**src/pwmsas_pkg.sv**
```systemverilog
`timescale 1ns / 1ps
// ----------------------------------------------------------------------------
// pwmsas_pkg
// Shared types and constants for the PWM stage arming supervisor.
// ----------------------------------------------------------------------------
package pwmsas_pkg;

  localparam int unsigned DutyW   = 10;
  localparam int unsigned PeriodW = 16;
  localparam int unsigned ProdW   = PeriodW + DutyW;   // period * (1000 - duty)
  localparam int unsigned RecipW  = 27;
  localparam int unsigned RecipSh = 36;
  localparam int unsigned FullW   = ProdW + RecipW;    // product times reciprocal

  localparam logic [DutyW-1:0]   DUTY_FULL = 10'd1000;
  // ceil(2^36 / 1000): exact floor division for any product below 2^26
  localparam logic [RecipW-1:0]  RECIP_1000 = 27'd68719477;

  localparam logic [DutyW-1:0]   MIN_DUTY_RST  = 10'd50;
  localparam logic [DutyW-1:0]   MAX_DUTY_RST  = 10'd900;
  localparam logic [DutyW-1:0]   INIT_DUTY_RST = 10'd100;
  localparam logic [PeriodW-1:0] PERIOD_RST    = 16'd5000;

  typedef enum logic [2:0] {
    MODE_BOOT      = 3'd0,
    MODE_SAFE_INIT = 3'd1,
    MODE_READY     = 3'd2,
    MODE_RUNNING   = 3'd3,
    MODE_FAULT     = 3'd4
  } mode_e;

  typedef enum logic [1:0] {
    REQ_SERVICE   = 2'd0,
    REQ_SAFE_INIT = 2'd1,
    REQ_PWM_INIT  = 2'd2
  } req_e;

  typedef enum logic [1:0] {
    CFG_MIN_DUTY  = 2'd0,
    CFG_MAX_DUTY  = 2'd1,
    CFG_INIT_DUTY = 2'd2,
    CFG_PERIOD    = 2'd3
  } cfg_idx_e;

  typedef struct packed {
    logic [1:0]       req_type;
    logic             arm_request;
    logic             stop_request;
    logic [DutyW-1:0] duty_command;
    logic             trip_source_active;
  } in_word_t;

  typedef struct packed {
    logic [2:0]         stage_state;
    logic               fault_code;
    logic [DutyW-1:0]   requested_duty;
    logic [DutyW-1:0]   applied_duty;
    logic [PeriodW-1:0] compare_value;
    logic               trip_flag;
    logic               buffer_enable_n;
  } out_word_t;

  typedef struct packed {
    logic [DutyW-1:0]   min_duty;
    logic [DutyW-1:0]   max_duty;
    logic [DutyW-1:0]   initial_duty;
    logic [PeriodW-1:0] period_counts;
  } cfg_t;

  typedef struct packed {
    mode_e              mode;
    logic               fault;
    logic [DutyW-1:0]   last_req;
    logic [DutyW-1:0]   last_app;
    logic [PeriodW-1:0] cmp;
    logic               trip;
    logic               buf_n;
  } sup_state_t;

endpackage

```
**src/pwmsas_decide.sv**
```systemverilog
`timescale 1ns / 1ps
// ----------------------------------------------------------------------------
// pwmsas_decide
// Next supervisor state for one request word, incl. compare scaling.
// ----------------------------------------------------------------------------
module pwmsas_decide (
  input  pwmsas_pkg::sup_state_t             state_i,
  input  pwmsas_pkg::in_word_t               item_i,
  input  pwmsas_pkg::cfg_t                   cfg_i,
  input  logic [pwmsas_pkg::ProdW-1:0]       prod_i,
  output pwmsas_pkg::sup_state_t             state_o
);
  import pwmsas_pkg::*;

  logic [FullW-1:0]   scaled;
  logic [PeriodW-1:0] quot;
  logic [DutyW-1:0]   duty_sel;
  logic               duty_bad;
  logic               ok;

  // divide by 1000 via reciprocal
  assign scaled = {{RecipW{1'b0}}, prod_i} * {{ProdW{1'b0}}, RECIP_1000};
  assign quot   = scaled[RecipSh +: PeriodW];

  assign duty_sel = (req_e'(item_i.req_type) == REQ_PWM_INIT) ? cfg_i.initial_duty
                                                              : item_i.duty_command;
  assign duty_bad = (duty_sel < cfg_i.min_duty) || (duty_sel > cfg_i.max_duty) ||
                    (duty_sel > DUTY_FULL);

  always_comb begin
    state_o = state_i;
    ok      = 1'b0;
    case (req_e'(item_i.req_type))
      REQ_SAFE_INIT: begin
        state_o.buf_n = 1'b1;
        state_o.mode  = MODE_SAFE_INIT;
        state_o.fault = 1'b0;
      end
      REQ_PWM_INIT: begin
        state_o.last_req = duty_sel;
        if (duty_bad) begin
          state_o.trip  = 1'b1;
          state_o.buf_n = 1'b1;
          state_o.fault = 1'b1;
          state_o.mode  = MODE_FAULT;
        end else begin
          state_o.cmp      = quot;
          state_o.last_app = duty_sel;
          state_o.trip     = 1'b1;
          state_o.buf_n    = 1'b1;
          state_o.mode     = MODE_READY;
        end
      end
      REQ_SERVICE: begin
        if (state_i.mode == MODE_FAULT) begin
          state_o.buf_n = 1'b1;
        end else if (item_i.stop_request) begin
          state_o.trip  = 1'b1;
          state_o.buf_n = 1'b1;
          state_o.mode  = MODE_READY;
        end else begin
          if (duty_sel == state_i.last_req) begin
            ok = 1'b1;
          end else begin
            state_o.last_req = duty_sel;
            if (duty_bad) begin
              state_o.trip  = 1'b1;
              state_o.buf_n = 1'b1;
              state_o.fault = 1'b1;
              state_o.mode  = MODE_FAULT;
            end else begin
              state_o.cmp      = quot;
              state_o.last_app = duty_sel;
              ok               = 1'b1;
            end
          end
          if (ok && item_i.arm_request && (state_i.mode == MODE_READY)) begin
            state_o.trip = item_i.trip_source_active;
            if (!item_i.trip_source_active) begin
              state_o.buf_n = 1'b0;
              state_o.mode  = MODE_RUNNING;
            end else begin
              state_o.buf_n = 1'b1;
            end
          end
        end
      end
      default: begin
        // unused request code: state unchanged
      end
    endcase
  end

endmodule

```
**src/pwm_stage_arming_supervisor_unit.sv**
```systemverilog
`timescale 1ns / 1ps
// ----------------------------------------------------------------------------
// pwm_stage_arming_supervisor_unit
// Arming supervisor for a half-bridge PWM stage: mode tracking, duty check,
// compare value and trip / buffer-enable control.
// ----------------------------------------------------------------------------
// Use:
//  - Request words enter on in_valid_i / in_stall_o / in_word_i; one status
//    word per request leaves on out_valid_o / out_stall_i / out_word_o,
//    reporting the supervisor state after that request.
//  - A word passes the input register, then the state register. Throughput
//    is one word per cycle unless the receiver stalls: the input register
//    computes period * (1000 - duty), the state register (also the output
//    register) takes the decision and the reciprocal scaling by 1/1000.
//  - Limits, initial duty and period are written through cfg_we_i /
//    cfg_index_i / cfg_data_i while no request is in flight.
//  - Reset: boot mode, no fault, requested/applied duty 100 permille,
//    compare 0, trip clear, buffer disabled; registers at their defaults.
//  - If the receiver stalls, the status word holds, the input register keeps
//    one further word, and in_stall_o rises once both are occupied.
// ----------------------------------------------------------------------------
module pwm_stage_arming_supervisor_unit (
  input  logic                                clk_i,
  input  logic                                rst_ni,
  input  logic                                in_valid_i,
  output logic                                in_stall_o,
  input  pwmsas_pkg::in_word_t                in_word_i,
  output logic                                out_valid_o,
  input  logic                                out_stall_i,
  output pwmsas_pkg::out_word_t               out_word_o,
  input  logic                                cfg_we_i,
  input  logic [1:0]                          cfg_index_i,
  input  logic [pwmsas_pkg::PeriodW-1:0]      cfg_data_i
);
  import pwmsas_pkg::*;

  // configuration registers
  cfg_t cfg_q;

  always_ff @(posedge clk_i or negedge rst_ni) begin
    if (!rst_ni) begin
      cfg_q.min_duty      <= MIN_DUTY_RST;
      cfg_q.max_duty      <= MAX_DUTY_RST;
      cfg_q.initial_duty  <= INIT_DUTY_RST;
      cfg_q.period_counts <= PERIOD_RST;
    end else if (cfg_we_i) begin
      case (cfg_idx_e'(cfg_index_i))
        CFG_MIN_DUTY:  cfg_q.min_duty      <= cfg_data_i[DutyW-1:0];
        CFG_MAX_DUTY:  cfg_q.max_duty      <= cfg_data_i[DutyW-1:0];
        CFG_INIT_DUTY: cfg_q.initial_duty  <= cfg_data_i[DutyW-1:0];
        CFG_PERIOD:    cfg_q.period_counts <= cfg_data_i;
        default: begin
        end
      endcase
    end
  end

  // handshake: the state register moves when a word is held and the output side is free
  logic in_valid_q;
  logic out_valid_q;
  logic advance;
  logic in_take;

  assign advance    = in_valid_q && (!out_valid_q || !out_stall_i);
  assign in_stall_o = in_valid_q && !advance;
  assign in_take    = in_valid_i && !in_stall_o;

  always_ff @(posedge clk_i or negedge rst_ni) begin
    if (!rst_ni) begin
      in_valid_q  <= 1'b0;
      out_valid_q <= 1'b0;
    end else begin
      if (in_take) begin
        in_valid_q <= 1'b1;
      end else if (advance) begin
        in_valid_q <= 1'b0;
      end
      if (advance) begin
        out_valid_q <= 1'b1;
      end else if (!out_stall_i) begin
        out_valid_q <= 1'b0;
      end
    end
  end

  // input stage: word plus the compare product for the duty it would apply
  in_word_t          item_q;
  logic [ProdW-1:0]  prod_q;
  logic [ProdW-1:0]  prod_d;
  logic [DutyW-1:0]  cap_duty;
  logic [DutyW-1:0]  cap_diff;

  // the PWM init request applies the configured initial duty
  assign cap_duty = (req_e'(in_word_i.req_type) == REQ_PWM_INIT) ? cfg_q.initial_duty
                                                                 : in_word_i.duty_command;
  // wraps for duty above full scale; such a duty is rejected anyway
  assign cap_diff = DUTY_FULL - cap_duty;
  assign prod_d   = {{DutyW{1'b0}}, cfg_q.period_counts} * {{PeriodW{1'b0}}, cap_diff};

  always_ff @(posedge clk_i) begin
    if (in_take) begin
      item_q <= in_word_i;
      prod_q <= prod_d;
    end
  end

  // supervisor state, doubles as the output register
  sup_state_t state_q;
  sup_state_t state_d;

  pwmsas_decide u_decide (
    .state_i (state_q),
    .item_i  (item_q),
    .cfg_i   (cfg_q),
    .prod_i  (prod_q),
    .state_o (state_d)
  );

  always_ff @(posedge clk_i or negedge rst_ni) begin
    if (!rst_ni) begin
      state_q.mode     <= MODE_BOOT;
      state_q.fault    <= 1'b0;
      state_q.last_req <= INIT_DUTY_RST;
      state_q.last_app <= INIT_DUTY_RST;
      state_q.cmp      <= '0;
      state_q.trip     <= 1'b0;
      state_q.buf_n    <= 1'b1;
    end else if (advance) begin
      state_q <= state_d;
    end
  end

  assign out_valid_o                = out_valid_q;
  assign out_word_o.stage_state     = state_q.mode;
  assign out_word_o.fault_code      = state_q.fault;
  assign out_word_o.requested_duty  = state_q.last_req;
  assign out_word_o.applied_duty    = state_q.last_app;
  assign out_word_o.compare_value   = state_q.cmp;
  assign out_word_o.trip_flag       = state_q.trip;
  assign out_word_o.buffer_enable_n = state_q.buf_n;

`ifndef SYNTHESIS
  // buffer only enabled while running
  a_buf_running: assert property (@(posedge clk_i) disable iff (!rst_ni)
    !state_q.buf_n |-> (state_q.mode == MODE_RUNNING))
    else $error("buffer enabled outside running");

  // running implies trip flag clear
  a_run_no_trip: assert property (@(posedge clk_i) disable iff (!rst_ni)
    (state_q.mode == MODE_RUNNING) |-> !state_q.trip)
    else $error("running with trip flag set");

  // fault mode keeps the fault latched
  a_fault_latched: assert property (@(posedge clk_i) disable iff (!rst_ni)
    (state_q.mode == MODE_FAULT) |-> state_q.fault)
    else $error("fault mode without fault code");

  // status word only changes when a request is processed
  a_state_hold: assert property (@(posedge clk_i) disable iff (!rst_ni)
    !advance |=> $stable(state_q))
    else $error("state changed without a request");

  // a full pipe against a stalled receiver refuses new words
  a_backpressure: assert property (@(posedge clk_i) disable iff (!rst_ni)
    (in_valid_q && out_valid_q && out_stall_i) |-> in_stall_o)
    else $error("input accepted while pipe is blocked");
`endif

endmodule

```
**config.mk**
```make
export PLATFORM = sky130hd
export DESIGN_NAME = pwm_stage_arming_supervisor_unit
export DESIGN_NICKNAME = d
export VERILOG_FILES = /design/src/pwmsas_pkg.sv /design/src/pwmsas_decide.sv /design/src/pwm_stage_arming_supervisor_unit.sv
export SDC_FILE = /design/constraint.sdc
export NUM_CORES = 1
export LEC_CHECK = 0
export BUFFER_PORTS_ARGS = -buffer_cell sky130_fd_sc_hd__buf_2
export CAP_MARGIN = 20
export CORE_MARGIN = 3
export CORE_UTILIZATION = 60
export CTS_CLUSTER_DIAMETER = 80
export DETAILED_ROUTE_END_ITERATION = 6
export GPL_ROUTABILITY_DRIVEN = 0
export PLACE_DENSITY = 0.82
export SYNTH_ARGS = -nofsm -noshare
export SYNTH_HDL_FRONTEND = slang
export SYNTH_SLANG_ARGS = --single-unit
```
**constraint.sdc**
```tcl
create_clock -name clk_i -period 20.7 [get_ports clk_i]
set_input_delay 4.14 -clock clk_i [delete_from_list [all_inputs] [get_ports clk_i]]
set_output_delay 4.14 -clock clk_i [all_outputs]
set_load 0.1 [all_outputs]
```
; ---- After elaboration in Yosys (flattened, before gate mapping)
; Index checks and enable logic that the tools add are counted.
[totals]
register_bits = 131
inputBits = 38
out_inout_bits = 44
elab_cells = 101
[classes]
addsub = 1
n_mul = 2
magnitude_cmp = 3
eq_ne = 19
n_mux = 29
reduce_logical = 28
[op_table]
columns = op, count
row1 = $pmux W37 S2, 1
row2 = $mul A26 B27 Y52 const B, 1
row3 = $mux W42, 1
row4 = $mux W41, 1
row5 = $mux W37, 1
row6 = $mul A16 B10 Y26, 1
row7 = $mux W26, 1
row8 = $mux W10, 2
row9 = $mux W1, 12
row10 = $mux W3, 4
row11 = $pmux W4 S3, 1
row12 = $eq A10 B10 Y1, 1
row13 = $gt A10 B10 Y1, 1
row14 = $gt A10 B10 Y1 const B, 1
row15 = $lt A10 B10 Y1, 1
row16 = $reduce_and A5 Y1, 2
row17 = $sub A10 B10 Y10 const A, 1
row18 = $eq A2 B2 Y1 const B, 4
row19 = $reduce_and A2 Y1, 4
row20 = $reduce_and A7 Y1, 1
row21 = $mux W2, 3
row22 = $ne A2 B1 Y1 const B, 3
row23 = $ne A2 B2 Y1 const B, 3
row24 = $reduce_bool A2 Y1, 3
row25 = 17 further kinds, 28

; ---- Depth between registers and ports, before layout
[logic_depth]
depth_word = 16
depth_mapped = 30
depth_no_buf = 29

; ---- Modules after synthesis
; A second synthesis with hierarchy kept.
[unflattened]
cells_unflattened = 2283
hier_area_um2 = 22556.6
[modules_own_cells]
columns = module, n_inst, cells_each, area_per_inst_um2, seq_area_each_um2
row1 = pwmsas_decide, 1, 1342, 12032.8, 0.0
row2 = pwm_stage_arming_supervisor_unit, 1, 941, 10523.8, 3510.9

; ---- Least setup slack after synthesis
; OpenSTA, ideal clock, no wires.
[synth_path]
path_type = input to register
startpoint = input port in_word_i[13] in the netlist's numbering
endpoint = register prod_q[25] (data pin)
setup_ps = 260
t_arrival_ps = 10212
t_required_ps = 20440
setup_slack_ps = 10228
cell_stages = 29
path_buffers = 1
path_cell_list = nand2b_1 > o21ai_0 > inv_1 > ha_1 > a21oi_1 > o21ai_0 > o21ai_0 > nand2_1 > xnor2_1 > buf_2 > and2_1 > fa_1 > inv_1 > fa_1 > inv_1 > fa_1 > fa_1 > inv_1 > fa_1 > inv_1 > ha_1 > a21o_1 > a21oi_1 > o221a_2 > a311o_1 > a21oi_1 > a2111o_1 > a21oi_1 > xnor2_1
[synth_between]
elab_chain_len = 4
[synth_rtl]
columns = element, line
row1 = start: declaration, pwm_stage_arming_supervisor_unit.sv:27  ; input pwmsas_pkg::in_word_t in_word_i,
row2 = $eq A2 B2 Y1, pwm_stage_arming_supervisor_unit.sv:94  ; assign cap_duty = (req_e'(in_word_i.req_type) == REQ_PWM_INIT) ? cfg_q.initial_duty
row3 = $mux W10, pwm_stage_arming_supervisor_unit.sv:94
row4 = $sub A10 B10 Y10, pwm_stage_arming_supervisor_unit.sv:97  ; assign cap_diff = DUTY_FULL - cap_duty;
row5 = $mul A16 B10 Y26, pwm_stage_arming_supervisor_unit.sv:98  ; assign prod_d = {{DutyW{1'b0}}, cfg_q.period_counts} * {{PeriodW{1'b0}}, cap_diff};
row6 = named net prod_d[25], pwm_stage_arming_supervisor_unit.sv:89  ; logic [ProdW-1:0] prod_d;
row7 = end signal: assignment, pwm_stage_arming_supervisor_unit.sv:103  ; prod_q <= prod_d;
row8 = end: declaration, pwm_stage_arming_supervisor_unit.sv:88  ; logic [ProdW-1:0] prod_q;
; The timed path passes the listed nets, and every way through them passes these cells.
; A chain may end at the register's enable or synchronous reset.

; ---- Worst setup path in the final report
; Ends and elaborated chain as after synthesis.

==> results.txt <==
Worst-margin pin slew - 1050 ps
Hold path depth - 1
Max Clk Rate - 84.5 MHz
Max clock buf depth - 2
Pre-antenna DRT Iters - 6
Min Tclk post-route - 11840 ps
Crit path DAT - 12020 ps
Die area - 0.0377 sq mm
Min-delay src - out_word_o[21]$_DFFE_PN0P_
Initial Utilization - 61.1%
Max Cap Viol - 0
Highest metal layer with signal wires - met4
Reg2Reg Depth - 29
HPWL after detailed placement - 41.7 mm
M1 wire length - 20.2 mm
Worst-path maximum fanout - 16
Area contributors post-synth - fa_1 (30%), ha_1 (21%), inv_1 (10%)
Rel. slew slack - 30.2%
Status - finished, final reports clean
Wire length of the first global-routing pass - 84.6 mm
Period utilization - 57.2%
RSZ-0062 raised after global routing - false
Cts bufs inserted - 17
WL final - 51.1 mm
Setup TNS - 0 ps
Post CTS Setup Buffer Count - 0
Detail Route Antenna Nets - 0
Post_cts resized - 0
Critical R2R Launch - cfg_q[16]$_DFFE_PN0P_
CTS tree - done
GR Util All Layers - 27.9%
Worst Path Required - 20880 ps
Worst skew pair latency - 440 ps
Routed len/inst - 19.1 um
Die Width - 194 um
Clk sinks - 131
Post-Syn Area per Cell - 9.94 sq um
R2r setup slk - 12590 ps
Netlist Area Pre-Place - 0.0212 sq mm
Top-level port count - 82
Worst Hold Class - register to register
Layout Skew - 15.2 ps
Post-synth top area share - 30.4%
Seq cells post-synth - 131
Post-synth top cells - inv_1 (564), ha_1 (348), fa_1 (322), nand2_1 (162), dfrtp_1 (68)
WL met2 - 24.9 mm
Most frequent cell after synthesis - inv_1
Share of cells above drive strength 1 - 9.86%
Via count - 15300
Final hold violation count - 0
Gate Count Post-Synth - 2135
Nets@finish - 2916
Final Slew Violations - 0
CP startpoint kind - primary input
DRC - 0
Grt total ovfl - 0
Die height - 194 um
Yosys cell types - 65
Hold Path End - out_word_o[21]$_DFFE_PN0P_
Root Buffer - clkbuf_16
Via-per-instance ratio - 5.71
Slowest cell on crit path - o21ai_0
CP bufs+invs - 7
Core area - 0.0347 sq mm
Reg clk slew, reported paths - 70 ps
CTS Hold Bufs - 0
H-Tree Depth - 4
Final-report setup violation count - 0
Synth async-reset ratio - 68.7%
Row count - 68
Post-synth EDFFs - 41
Crit end category - register
Vias in the first global route - 16700
Largest net degree at the start of global routing - 91
Area growth from synthesis to layout - 7.24%
Top Family by Delay on Critical Path - adder cells
CP peak stage delay - 930 ps
Yosys top cell by area - fa_1
Iteration-0 DRC Markers - 1261
Antenna diode count - 0
Net count after synthesis - 2843
Ys flop type - dfrtp_1
Synth warn - 0
Worst Setup Path Type - primary input to register
R2r endpoint - prod_q[25]$_DFFE_PP_
Routed wl met3 - 3.71 mm
Port Buffers - 81
Initial antenna violation count - 0
Post-synthesis sequential area ratio - 16.5%
==> layout make-up <==
cell class | count | area (sq um)
clock buffer | 17 | 425
timing repair buffer | 94 | 526
sequential | 131 | 3510
fill | 2520 | 12000
inverter | 564 | 2120
multi-input combinational | 1400 | 15400
tap | 455 | 569
clock inverter | 15 | 181
==> worst reg2reg max path, delay by kind of cell (launching register included) <==
kind	cells	cell delay [ps]
adder cells (fa/ha/maj)	7	3090
AO/OA/AOI/OAI	11	2920
buffers and inverters	7	850
flip-flops	1	480
AND/OR/NAND/NOR	2	300
XOR/XNOR	2	220
==> through the flow <==
step	setup WS (ps)	instances	cell area, sq um	util [%]	hold slack [ps]
floorplan	10230	2135	21200	-	457
global placement	8280	2640	22100	63.7	466
detailed placement	7980	2640	22100	63.7	471
CTS	8400	2672	22700	65.4	489
global route	8270	2676	22800	65.5	509
finish	8860	2676	22800	65.5	491
==> worst max path at each step <==
| stage | start | depth (start not counted) | endpoint | slack [ps] |
|---|---|---|---|---|
| 2_1_floorplan | in_word_i[13] | 29 | prod_q[25]$_DFFE_PP_ | 10230 |
| 3_3_place_gp | in_word_i[13] | 27 | prod_q[24]$_DFFE_PP_ | 8280 |
| 3_5_place_dp | in_word_i[13] | 29 | prod_q[25]$_DFFE_PP_ | 7980 |
| 4_1_cts | in_word_i[13] | 29 | prod_q[25]$_DFFE_PP_ | 8400 |
| 5_1_grt | in_word_i[13] | 30 | prod_q[25]$_DFFE_PP_ | 8270 |
| 6_report | in_word_i[13] | 30 | prod_q[25]$_DFFE_PP_ | 8860 |
==> logic make-up (layout without fill, tap and decap cells) <==
group	count (synthesis)	after routing	share of synthesized area, %
muxes	73	73	3.82
xor gates and xnor gates	56	56	2.31
DFF	131	131	16.5
and+or+nand+nor	385	385	8.97
AOI/OAI and AO/OA	216	216	6.67
adders and majority gates	670	670	50.9
buffers and inverters	604	690	10.8
==> state kept, by name, indices dropped and copies added (netlist names) <==
name,count
cfg_q,46
in_valid_q,1
item_q,15
out_valid_o,1
out_word_o,42
prod_q,26
==> cells in the final DEF (no fill, tap or decap), types with 8 or more instances in the layout <==
| master | n |
|---|---|
| xnor2_1 | 31 |
| a21o_1 | 21 |
| o21bai_1 | 8 |
| inv_1 | 564 |
| clkbuf_16 | 17 |
| nand2_1 | 162 |
| mux2i_1 | 10 |
| nor4_1 | 8 |
| ha_1 | 348 |
| mux2_1 | 9 |
| and2_1 | 64 |
| o21ai_0 | 50 |
| nor2b_1 | 22 |
| nand3_1 | 17 |
| o31ai_1 | 8 |
| xor2_1 | 25 |
| mux2_2 | 54 |
| buf_4 | 13 |
| buf_2 | 80 |
| o211ai_1 | 11 |
| dfrtp_1 | 68 |
| a21oi_1 | 58 |
| o21a_1 | 9 |
| nor3_1 | 28 |
| edfxtp_1 | 41 |
| nand2b_1 | 18 |
| dfstp_2 | 22 |
| nand4_1 | 10 |
| fa_1 | 322 |
| nor2_1 | 28 |
==> routing by layer <==
metal,up-vias,global-route usage (%)
met5,-,0
met3,162,4.67
met1,7647,35.8
met4,0,11.1
li1,6861,-
met2,612,47.4
Power is left out: the tool's default activity adds up to more than one toggle a clock period on the data nets, which glitch-free logic cannot reach.
